## src/hw/rtl/wlsel_pkg.sv

```systemverilog
// Shared types and constants for the weighted lottery selector.
// Used by the controller, the datapath and the top level.
package wlsel_pkg;

	localparam int CFG_W     = 4;
	localparam int OUT_IDX_W = 4;
	localparam int IN_IDX_W  = 4;
	localparam int IN_WGT_W  = 9;
	localparam int RND_W     = 31;
	localparam int DIV_CNT_W = 5;

	localparam logic [CFG_W-1:0]     COUNT_RESET = 4'd15;
	localparam logic [DIV_CNT_W-1:0] DIV_LAST_BIT = DIV_CNT_W'(RND_W - 1);

	localparam logic REQ_WRITE  = 1'b0;
	localparam logic REQ_SELECT = 1'b1;

	typedef enum logic [2:0] {
		ST_IDLE,
		ST_SUM,
		ST_CHECK,
		ST_DIV,
		ST_FIND,
		ST_EMIT_NONE,
		ST_EMIT_HIT
	} wlsel_state_t;

	typedef struct packed {
		logic wr_en;
		logic load;
		logic scan_clr;
		logic scan_run;
		logic find_mode;
		logic div_init;
		logic div_step;
		logic out_load;
		logic out_none;
	} wlsel_cmd_t;

	typedef struct packed {
		logic scan_last;
		logic hit;
		logic total_zero;
		logic div_last;
		logic out_free;
	} wlsel_status_t;

endpackage

```

## src/hw/rtl/wlsel_ram.sv

```systemverilog
// Generic single-write, single-read RAM with registered read data.
// No dependencies.
module wlsel_ram #(
	parameter int WIDTH = 9,
	parameter int DEPTH = 16
) (
	input  logic                     clk,
	input  logic                     we,
	input  logic [$clog2(DEPTH)-1:0] waddr,
	input  logic [WIDTH-1:0]         wdata,
	input  logic                     re,
	input  logic [$clog2(DEPTH)-1:0] raddr,
	output logic [WIDTH-1:0]         rdata
);

	logic [WIDTH-1:0] mem_q [DEPTH];

	always_ff @(posedge clk) begin
		if (we) begin
			mem_q[waddr] <= wdata;
		end
		if (re) begin
			rdata <= mem_q[raddr];
		end
	end

endmodule

```

## src/hw/rtl/wlsel_ctrl.sv

```systemverilog
// Controller state machine of the weighted lottery selector.
// Depends on wlsel_pkg; drives commands to wlsel_datapath.
module wlsel_ctrl (
	input  logic                     clk,
	input  logic                     arst_n,
	input  logic                     in_valid,
	input  logic                     req_type,
	output logic                     in_stall,
	input  wlsel_pkg::wlsel_status_t st,
	output wlsel_pkg::wlsel_cmd_t    cmd
);

	import wlsel_pkg::*;

	wlsel_state_t state_q;
	wlsel_state_t state_d;

	assign in_stall = (state_q != ST_IDLE);

	always_ff @(posedge clk or negedge arst_n) begin
		if (!arst_n) begin
			state_q <= ST_IDLE;
		end else begin
			state_q <= state_d;
		end
	end

	always_comb begin
		state_d = state_q;
		unique case (state_q) inside
			ST_IDLE: begin
				if (in_valid && (req_type == REQ_SELECT)) begin
					state_d = ST_SUM;
				end
			end
			ST_SUM: begin
				if (st.scan_last) begin
					state_d = ST_CHECK;
				end
			end
			ST_CHECK: begin
				state_d = st.total_zero ? ST_EMIT_NONE : ST_DIV;
			end
			ST_DIV: begin
				if (st.div_last) begin
					state_d = ST_FIND;
				end
			end
			ST_FIND: begin
				if (st.hit) begin
					state_d = ST_EMIT_HIT;
				end
			end
			ST_EMIT_NONE, ST_EMIT_HIT: begin
				if (st.out_free) begin
					state_d = ST_IDLE;
				end
			end
			default: state_d = ST_IDLE;
		endcase
	end

	always_comb begin
		cmd = '0;
		unique case (state_q)
			ST_IDLE: begin
				cmd.wr_en    = in_valid && (req_type == REQ_WRITE);
				cmd.load     = in_valid && (req_type == REQ_SELECT);
				cmd.scan_clr = in_valid && (req_type == REQ_SELECT);
			end
			ST_SUM: begin
				cmd.scan_run = 1'b1;
			end
			ST_CHECK: begin
				cmd.div_init = !st.total_zero;
				cmd.scan_clr = 1'b1;
			end
			ST_DIV: begin
				cmd.div_step = 1'b1;
			end
			ST_FIND: begin
				cmd.scan_run  = 1'b1;
				cmd.find_mode = 1'b1;
			end
			ST_EMIT_NONE: begin
				cmd.out_load = st.out_free;
				cmd.out_none = 1'b1;
			end
			ST_EMIT_HIT: begin
				cmd.out_load = st.out_free;
			end
			default: cmd = '0;
		endcase
	end

endmodule

```

## src/hw/rtl/wlsel_datapath.sv

```systemverilog
// Datapath: entry table, weight sum, iterative remainder, winner scan, output register.
// Depends on wlsel_pkg and wlsel_ram; controlled by wlsel_ctrl.
module wlsel_datapath #(
	parameter int MAX_ENTRIES = 16,
	parameter int WEIGHT_BITS = 9
) (
	input  logic                                  clk,
	input  logic                                  arst_n,
	input  wlsel_pkg::wlsel_cmd_t                 cmd,
	output wlsel_pkg::wlsel_status_t              st,
	input  logic                                  cfg_we,
	input  logic [wlsel_pkg::CFG_W-1:0]           cfg_data,
	input  logic [wlsel_pkg::IN_IDX_W-1:0]        entry_index,
	input  logic                                  entry_enable,
	input  logic [wlsel_pkg::IN_WGT_W-1:0]        entry_weight,
	input  logic [wlsel_pkg::RND_W-1:0]           random_value,
	output logic                                  out_valid,
	input  logic                                  out_stall,
	output logic [wlsel_pkg::OUT_IDX_W-1:0]       chosen_index,
	output logic                                  any_active
);

	import wlsel_pkg::*;

	localparam int IDX_W = $clog2(MAX_ENTRIES);
	localparam int LW    = (IDX_W > 4) ? IDX_W : 4;
	localparam int SUM_W = WEIGHT_BITS + IDX_W;
	localparam logic [LW-1:0] MAX_IDX = LW'(MAX_ENTRIES - 1);

	logic [CFG_W-1:0]       count_q;
	logic [MAX_ENTRIES-1:0] enable_q;
	logic [IDX_W-1:0]       rd_addr_q;
	logic                   issue_done_q;
	logic                   rd_valid_s1;
	logic [IDX_W-1:0]       idx_s1;
	logic [SUM_W-1:0]       total_q;
	logic [SUM_W-1:0]       run_q;
	logic [SUM_W-1:0]       rem_q;
	logic [RND_W-1:0]       rnd_q;
	logic [DIV_CNT_W-1:0]   div_cnt_q;
	logic [LW-1:0]          found_q;
	logic                   out_valid_q;
	logic [OUT_IDX_W-1:0]   chosen_q;
	logic                   any_q;

	logic [LW-1:0]          count_ext;
	logic [LW-1:0]          last_ext;
	logic [IDX_W-1:0]       last_idx;
	logic                   wr_in_range;
	logic                   rd_en;
	logic [WEIGHT_BITS-1:0] rdata;
	logic                   proc;
	logic                   cur_en;
	logic [SUM_W-1:0]       add_w;
	logic [SUM_W-1:0]       run_next;
	logic [SUM_W:0]         div_t;
	logic                   div_ge;

	assign count_ext   = LW'(count_q);
	assign last_ext    = (count_ext > MAX_IDX) ? MAX_IDX : count_ext;
	assign last_idx    = last_ext[IDX_W-1:0];
	assign wr_in_range = (LW'(entry_index) <= MAX_IDX);
	assign rd_en       = cmd.scan_run && !issue_done_q;

	wlsel_ram #(
		.WIDTH(WEIGHT_BITS),
		.DEPTH(MAX_ENTRIES)
	) u_weight_ram (
		.clk   (clk),
		.we    (cmd.wr_en && wr_in_range),
		.waddr (IDX_W'(entry_index)),
		.wdata (WEIGHT_BITS'(entry_weight)),
		.re    (rd_en),
		.raddr (rd_addr_q),
		.rdata (rdata)
	);

	assign proc     = cmd.scan_run && rd_valid_s1;
	assign cur_en   = enable_q[idx_s1];
	assign add_w    = cur_en ? SUM_W'(rdata) : '0;
	assign run_next = run_q + add_w;
	assign div_t    = {rem_q, rnd_q[RND_W-1]};
	assign div_ge   = (div_t >= {1'b0, total_q});

	assign st.scan_last  = proc && (idx_s1 == last_idx);
	assign st.hit        = proc && cmd.find_mode && cur_en && (rem_q < run_next);
	assign st.total_zero = (total_q == '0);
	assign st.div_last   = (div_cnt_q == '0);
	assign st.out_free   = !out_valid_q || !out_stall;

	always_ff @(posedge clk or negedge arst_n) begin
		if (!arst_n) begin
			count_q      <= COUNT_RESET;
			enable_q     <= '0;
			issue_done_q <= 1'b0;
			rd_valid_s1  <= 1'b0;
			out_valid_q  <= 1'b0;
		end else begin
			if (cfg_we) begin
				count_q <= cfg_data;
			end
			if (cmd.wr_en && wr_in_range) begin
				enable_q[IDX_W'(entry_index)] <= entry_enable;
			end
			if (cmd.scan_clr) begin
				issue_done_q <= 1'b0;
				rd_valid_s1  <= 1'b0;
			end else if (cmd.scan_run) begin
				rd_valid_s1 <= rd_en;
				if (rd_en && (rd_addr_q == last_idx)) begin
					issue_done_q <= 1'b1;
				end
			end
			if (cmd.out_load) begin
				out_valid_q <= 1'b1;
			end else if (out_valid_q && !out_stall) begin
				out_valid_q <= 1'b0;
			end
		end
	end

	always_ff @(posedge clk) begin
		if (cmd.load) begin
			rnd_q   <= random_value;
			total_q <= '0;
		end
		if (cmd.scan_clr) begin
			rd_addr_q <= '0;
			run_q     <= '0;
		end else if (rd_en) begin
			rd_addr_q <= rd_addr_q + 1'b1;
		end
		if (rd_en) begin
			idx_s1 <= rd_addr_q;
		end
		if (proc) begin
			if (cmd.find_mode) begin
				run_q <= run_next;
			end else begin
				total_q <= total_q + add_w;
			end
		end
		if (st.hit) begin
			found_q <= LW'(idx_s1);
		end
		if (cmd.div_init) begin
			rem_q     <= '0;
			div_cnt_q <= DIV_LAST_BIT;
		end else if (cmd.div_step) begin
			rem_q     <= div_ge ? SUM_W'(div_t - {1'b0, total_q}) : SUM_W'(div_t);
			rnd_q     <= {rnd_q[RND_W-2:0], 1'b0};
			div_cnt_q <= div_cnt_q - 1'b1;
		end
		if (cmd.out_load) begin
			chosen_q <= cmd.out_none ? OUT_IDX_W'(count_q) : found_q[OUT_IDX_W-1:0];
			any_q    <= !cmd.out_none;
		end
	end

	assign out_valid    = out_valid_q;
	assign chosen_index = chosen_q;
	assign any_active   = any_q;

endmodule

```

## src/hw/rtl/weighted_lottery_selector.sv

```systemverilog
// Top level of the weighted lottery selector.
// Depends on wlsel_pkg, wlsel_ctrl, wlsel_datapath and wlsel_ram.
//
// A write request (req_type 0) stores one entry's enable bit and weight; it gives no result.
// A select request (req_type 1) makes one pass over weight RAM entries 0 to L, where L is
// min(entry_count, MAX_ENTRIES-1), to form the sum, then a 31-bit restoring remainder of
// random_value by that sum, and a second RAM pass that stops at the winner (no remainder or
// second pass when the sum is zero). The weight RAM has a single read port and the
// remainder unit yields one bit per cycle; one select is worked on at a time. The result
// waits in an output register, so new writes are taken while it is stalled.
// Configuration is always ready.
module weighted_lottery_selector #(
	parameter int MAX_ENTRIES = 16,
	parameter int WEIGHT_BITS = 9
) (
	input  logic                              clk,
	input  logic                              arst_n,
	input  logic                              cfg_valid,
	output logic                              cfg_ready,
	input  logic [wlsel_pkg::CFG_W-1:0]       cfg_data,
	input  logic                              in_valid,
	output logic                              in_stall,
	input  logic                              req_type,
	input  logic [wlsel_pkg::IN_IDX_W-1:0]    entry_index,
	input  logic                              entry_enable,
	input  logic [wlsel_pkg::IN_WGT_W-1:0]    entry_weight,
	input  logic [wlsel_pkg::RND_W-1:0]       random_value,
	output logic                              out_valid,
	input  logic                              out_stall,
	output logic [wlsel_pkg::OUT_IDX_W-1:0]   chosen_index,
	output logic                              any_active
);

	import wlsel_pkg::*;

	wlsel_cmd_t    cmd;
	wlsel_status_t st;

	assign cfg_ready = 1'b1;

	wlsel_ctrl u_ctrl (
		.clk      (clk),
		.arst_n   (arst_n),
		.in_valid (in_valid),
		.req_type (req_type),
		.in_stall (in_stall),
		.st       (st),
		.cmd      (cmd)
	);

	wlsel_datapath #(
		.MAX_ENTRIES (MAX_ENTRIES),
		.WEIGHT_BITS (WEIGHT_BITS)
	) u_datapath (
		.clk          (clk),
		.arst_n       (arst_n),
		.cmd          (cmd),
		.st           (st),
		.cfg_we       (cfg_valid && cfg_ready),
		.cfg_data     (cfg_data),
		.entry_index  (entry_index),
		.entry_enable (entry_enable),
		.entry_weight (entry_weight),
		.random_value (random_value),
		.out_valid    (out_valid),
		.out_stall    (out_stall),
		.chosen_index (chosen_index),
		.any_active   (any_active)
	);

endmodule

```

## config.mk

```make
export PLATFORM = sky130hd
export DESIGN_NAME = weighted_lottery_selector
export DESIGN_NICKNAME = d
export VERILOG_FILES = /design/src/hw/rtl/wlsel_pkg.sv /design/src/hw/rtl/wlsel_ram.sv /design/src/hw/rtl/wlsel_ctrl.sv /design/src/hw/rtl/wlsel_datapath.sv /design/src/hw/rtl/weighted_lottery_selector.sv
export SDC_FILE = /design/constraint.sdc
export NUM_CORES = 1
export LEC_CHECK = 0
export BUFFER_PORTS_ARGS = -buffer_cell sky130_fd_sc_hd__buf_2
export CORE_MARGIN = 1.5
export CORE_UTILIZATION = 40
export DETAILED_ROUTE_END_ITERATION = 10
export GPL_ROUTABILITY_DRIVEN = 0
export HOLD_SLACK_MARGIN = 0.06
export PLACE_DENSITY = 0.65
export SYNTH_ARGS = -nofsm -noshare
export SYNTH_HDL_FRONTEND = slang
export SYNTH_HIERARCHICAL = 1
export SYNTH_SLANG_ARGS = --single-unit
```

## constraint.sdc

```tcl
create_clock -name clk -period 7 [get_ports clk]
set_input_delay 0.35 -clock clk [delete_from_list [all_inputs] [get_ports clk]]
set_output_delay 0.35 -clock clk [all_outputs]
set_load 0.02 [all_outputs]
```

Word-level counts from Yosys, hierarchy flattened
Memories as Yosys holds them, arrays and structs flattened. A register that Yosys moved wholly into a read port is not among the register bits. Cells that the tools add are included.

Register bits: 118. Bits in writable memories: 144. Logic and storage cells: 114. Memories kept: 1.

Add/subtract/negate cells: 5. Order comparisons: 7. Equal/unequal tests: 13. Mux-type cells: 42. Bitwise operators: 1. Reductions and logical operators: 29.

Memories: u_datapath.u_weight_ram.mem_q (words 16, width 9, rd ports 1, clocked after Yosys merged registers in 1, write ports 1, line wlsel_ram.sv:16) `logic [WIDTH-1:0] mem_q [DEPTH];`.

Operators with widths (number): $mux 31 (3); $mux 13 (7); $add 13x13->13 (2); $mux 3 (6); $pmux 3 s6 (1); $mux 1 (17); $bwmux 16 (1); $ge 14x13->1 (1); $logic_not 13->1 (1); $lt 13x13->1 (1); $sub 13x13->13 (1); $logic_and 1x1->1 (12); $lt 4x5->1 const B (2); $eq 3x3->1 const B (3); $mux 9 (1); $eq 4x4->1 (2); $mux 4 (2); $ne 2x2->1 const B (4); $eq 3x2->1 const B (2); $reduce_bool 2->1 (3); $logic_not 1->1 (5); $logic_not 5->1 (1); $reduce_and 5->1 (1); $sub 5x1->5 const B (1); 16 further kinds (17).

Logic depth before layout (Yosys ltp)
Depth in word-level cells: 9. Gate-level depth with buffers: 24. Mapped depth without buffers: 23.

Cells and area by module
The synthesis kept the hierarchy.

Modules (own cells, without submodules): wlsel_datapath (times used 1, cells an instance 700, area each 6610.1 sq um); wlsel_ram (times used 1, cells an instance 254, area each 5870.6 sq um); wlsel_ctrl (times used 1, cells an instance 45, area each 325.3 sq um); weighted_lottery_selector (times used 1, cells an instance 2, area each 11.3 sq um).

Worst setup path after synthesis
OpenSTA, ideal clock, no wires.

Path type: register to register. Start point: register u_datapath.idx_s1[2]. End point: register u_ctrl.state_q[0]. Arrival: 5472 ps. Required time: 6876 ps. Slack: 1404 ps. Cell stages (with the launch flop): 25. Clock period less this slack: 5596 ps. Path through: edfxtp_1 > buf_6 > mux2_4 > a32o_1 > nor4_1 > nand2b_1 > inv_1 > ha_1 > a21o_1 > a21oi_1 > nor2b_1 > o21ai_2 > a31o_1 > a211oi_4 > nor2_2 > xnor2_1 > ha_1 > a21o_1 > a2111oi_0 > nand2_1 > a31oi_1 > mux2i_1 > nand2_1 > o21ai_2 > a211o_1.

RTL lines: start, declared (line wlsel_datapath.sv:35) `logic [IDX_W-1:0] idx_s1;`; start signal, assigned (line wlsel_datapath.sv:134) `idx_s1 <= rd_addr_q;`; end signal, assigned (line wlsel_ctrl.sv:24) `state_q <= state_d;`; end, declared (line wlsel_ctrl.sv:15) `wlsel_state_t state_q;`.

==> flow_metrics.py <==
metrics = {
    "run_status": {
        "status": "completed",
    },
    "grt": {
        "grtUsageTotal": 0.151,
        "grt_pass1_vias": 7632,
        "grt_overflow": 0,
        "grt_pass1_wl_mm": 40.3,
        "grt_max_degree": 63,
        "grt_antenna_before_repair": 0,
    },
    "synthesis": {
        "synthAdderAreaFrac": 0.0493,
        "synth_simple_gate_area_frac": 0.100,
        "synth_top_family_by_area": "multiplexers",
        "synth-edff-count": 166,
        "syn_nets": 1103,
        "synth_seq_area_share": 0.563,
        "syn_area_sq_um": 12800,
        "synth-compound-area-share": 0.0946,
        "synth-async-reset-ratio": 0.0959,
        "synth_seq_cells": 271,
        "synth-main-ff-cell": "edfxtp_1",
        "synth-xor-area-share": 0.0314,
        "synthCells": 1001,
        "synth_cell_types": 76,
        "syn_avg_cell_area_sq_um": 12.8,
        "synthMuxAreaShare": 0.131,
        "yosys_warnings": 6,
    },
    "cts": {
        "cts_root_buf": "clkbuf_16",
        "tritoncts": "done",
        "post_cts_buffers": 0,
        "cts_resized": 0,
        "cts_buffer_depth": 3,
        "clk_pin_slew_ps": 60,
        "clock_latency_ps": 560,
        "clock-sinks": 271,
        "cts_buffers": 30,
        "h-tree-depth": 1,
    },
    "finish": {
        "final_common_cell": "edfxtp_1",
        "layout_common_cells": "edfxtp_1, nand2_1, dfxtp_1",
        "n_antenna_cell": 0,
        "drive_gt1_frac": 0.187,
        "syn2layout_area_growth_pct": 13.5,
        "fin_nets": 1169,
        "fillers": 2804,
    },
    "timing": {
        "max_slew_margin": 0.272,
        "worst_pin_slew_ps": 1090,
        "setup_tns_ps": 0,
        "drv_slew": 0,
        "period_minus_slack_ps": 6160,
        "setup_violations": 0,
        "whs_ps": 83.2,
        "fin_crit_sh": 0.881,
        "worst_clock_skew_ps": 19.4,
        "hold_violations": 0,
        "fmax_ghz": 0.162,
        "rsz0062_at_grt": "false",
    },
    "floorplan": {
        "initial_core_util": 0.406,
        "die_x_um": 182,
        "dieHeight_um": 182,
        "io_pins": 63,
        "coreArea_sq_um": 31600,
        "dieArea_sq_um": 33100,
        "rows": 65,
    },
    "power_and_ir_drop": {
        "vdd_ir_drop_max_mv": 0.209,
        "power.leakage_nw": 5.30,
        "powerDensity_nw_per_um2": 405,
    },
    "worst_setup_path": {
        "cp-start-kind": "register",
        "end_kind": "register",
        "crit_type": "reg2reg",
        "critPathArrivalTime_ps": 6610,
        "critPathMaxFanout": 10,
        "cp.required_ps": 7440,
    },
    "detailed_routing": {
        "routed_wl_mm": 24.9,
        "wire_per_inst_um": 16.7,
        "dr.pass1.iters": 4,
        "remaining_drc_errors": 0,
        "vias_per_cell": 5.30,
        "detail-route-antenna-nets": 0,
        "drt-initial-drc-count": 506,
        "vias": 7895,
    },
    "placement": {
        "hpwlAfterDp_mm": 16.9,
        "portBuffers": 61,
    },
    "min_path": {
        "hold_path.class": "in2reg",
    },
    "run": {
        "cap_viol_max_count": 0,
    },
}
per-layer routing:
layer	up-vias	share of wire	track usage
met4	0	0.019	0.0397
met3	35	0.032	0.0213
met2	92	0.48	0.256
met1	3889	0.47	0.204
met5	-	0	0
li1	3879	-	-
repair_timing:
| action | CTS | global route |
|---|---|---|
| hold buffers | 8 | 0 |
| setup endpoints to repair | 0 | 0 |
| hold endpoints to repair | 29 | 0 |
where the power goes:
| part | switching, W | internal, W |
|---|---|---|
| Combinational | 0.00109 | 0.000930 |
| Sequential | 0.000262 | 0.00203 |
| Clock | 0.000653 | 0.000937 |
| Total | 0.00200 | 0.00389 |
layout make-up:
cell class / count / area, sq um / share of cell area
Clock inverter: 22 / 249 / 0.0171
Sequential cell: 271 / 7220 / 0.496
Inverter: 30 / 113 / 0.00774
Clock buffer: 32 / 758 / 0.0521
Tap cell: 402 / 503 / 0.0346
Multi-Input combinational cell: 654 / 5240 / 0.360
Timing Repair Buffer: 80 / 468 / 0.0322
path summary, 6_finish.rpt:
kind	cells after the start	slack, ps	startpoint	to
max in group asynchronous	2	6240	arst_n	u_datapath/enable_q[0]
hold / removal	3	80	random_value[18]	u_datapath/rnd_q[18]
min in group asynchronous	2	350	arst_n	u_datapath/out_valid
setup reg to reg	23	840	u_datapath/idx_s1[2]	u_ctrl/state_q[0]
setup / recovery	23	840	u_datapath/idx_s1[2]	u_ctrl/state_q[0]
hold reg to reg	2	450	u_datapath/rnd_q[8]	u_datapath/rnd_q[9]
state kept, by name, summed over array words and instances, names as in the netlist:
signal,flops
u_datapath/total_q,13
u_datapath/out_valid,1
u_datapath/count_ext,4
u_ctrl/state_q,3
u_datapath/rem_q,13
u_datapath/u_weight_ram/rdata,9
u_datapath/rd_valid_s1,1
u_datapath/found_q,4
u_datapath/u_weight_ram/mem_q,144
u_datapath/chosen_index,4
u_datapath/issue_done_q,1
u_datapath/enable_q,16
u_datapath/div_cnt_q,5
u_datapath/run_q,13
u_datapath/any_active,1
u_datapath/rd_addr_q,4
u_datapath/rnd_q,31
u_datapath/idx_s1,4
kinds of logic (layout without fill, tap and decap cells):
family | after synthesis | count (layout)
AND/OR/NAND/NOR | 264 | 264
adder cells (fa/ha/maj) | 49 | 49
AO/OA/AOI/OAI | 181 | 181
multiplexers | 113 | 113
flip-flops | 271 | 271
XOR/XNOR | 46 | 46
other | 1 | 1
buffers and inverters | 76 | 164
cell usage after synthesis (5+ instances only):
cell type    n  share of area
a211oi_1    14         0.0082
a21o_1      11         0.0064
a21oi_1     25         0.0098
a22oi_1     18          0.011
and3_1       8         0.0039
buf_2        7         0.0027
buf_6        5         0.0044
clkbuf_1    24         0.0070
dfrtp_1     22          0.043
dfxtp_1     79           0.12
edfxtp_1   166           0.39
ha_1        44          0.043
inv_1       30         0.0088
mux2_2      26          0.023
mux2i_1     50          0.039
mux4_1      15          0.031
mux4_2      21          0.037
nand2_1     86          0.025
nand2b_1    15         0.0073
nand3_1     10         0.0039
nand3b_1    16         0.0094
nor2_1      63          0.018
nor2b_1     16         0.0078
nor3_1      19         0.0074
o21ai_0     62          0.024
o21ai_1      5         0.0020
or3_1        9         0.0044
xnor2_1     25          0.017
xor2_1      21          0.014
critical path, stage by stage, from the launching register on:
cell	delay (ps)
edfxtp_1	670
mux2_2	400
a32o_1	240
nor4_1	470
nand2b_1	260
inv_1	110
ha_1	280
a21o_1	180
a21oi_1	240
nor2b_1	200
o21ai_2	80
a31o_1	280
a211oi_4	320
nor2_2	100
xnor2_1	140
ha_1	290
a21o_1	170
a2111oi_0	390
nand2_1	100
a31oi_1	470
mux2i_1	140
nand2_1	110
o21ai_2	70
a211o_1	300
per-stage QoR:
step / setup WS (ps) / area, sq um / utilization / total power, W / std cells
4_1_cts: 699 / 14600 / 0.461 / 0.00596 / 1491
5_1_grt: 359 / 14600 / 0.461 / 0.00630 / 1491
3_5_place_dp: 716 / 13500 / 0.427 / 0.00434 / 1429
3_3_place_gp: 890 / 13500 / 0.427 / 0.00430 / 1429
6_report: 836 / 14600 / 0.461 / 0.00589 / 1491
2_1_floorplan: 1400 / 12800 / - / 0.00390 / 1001
(Power assumes the default switching activity.)
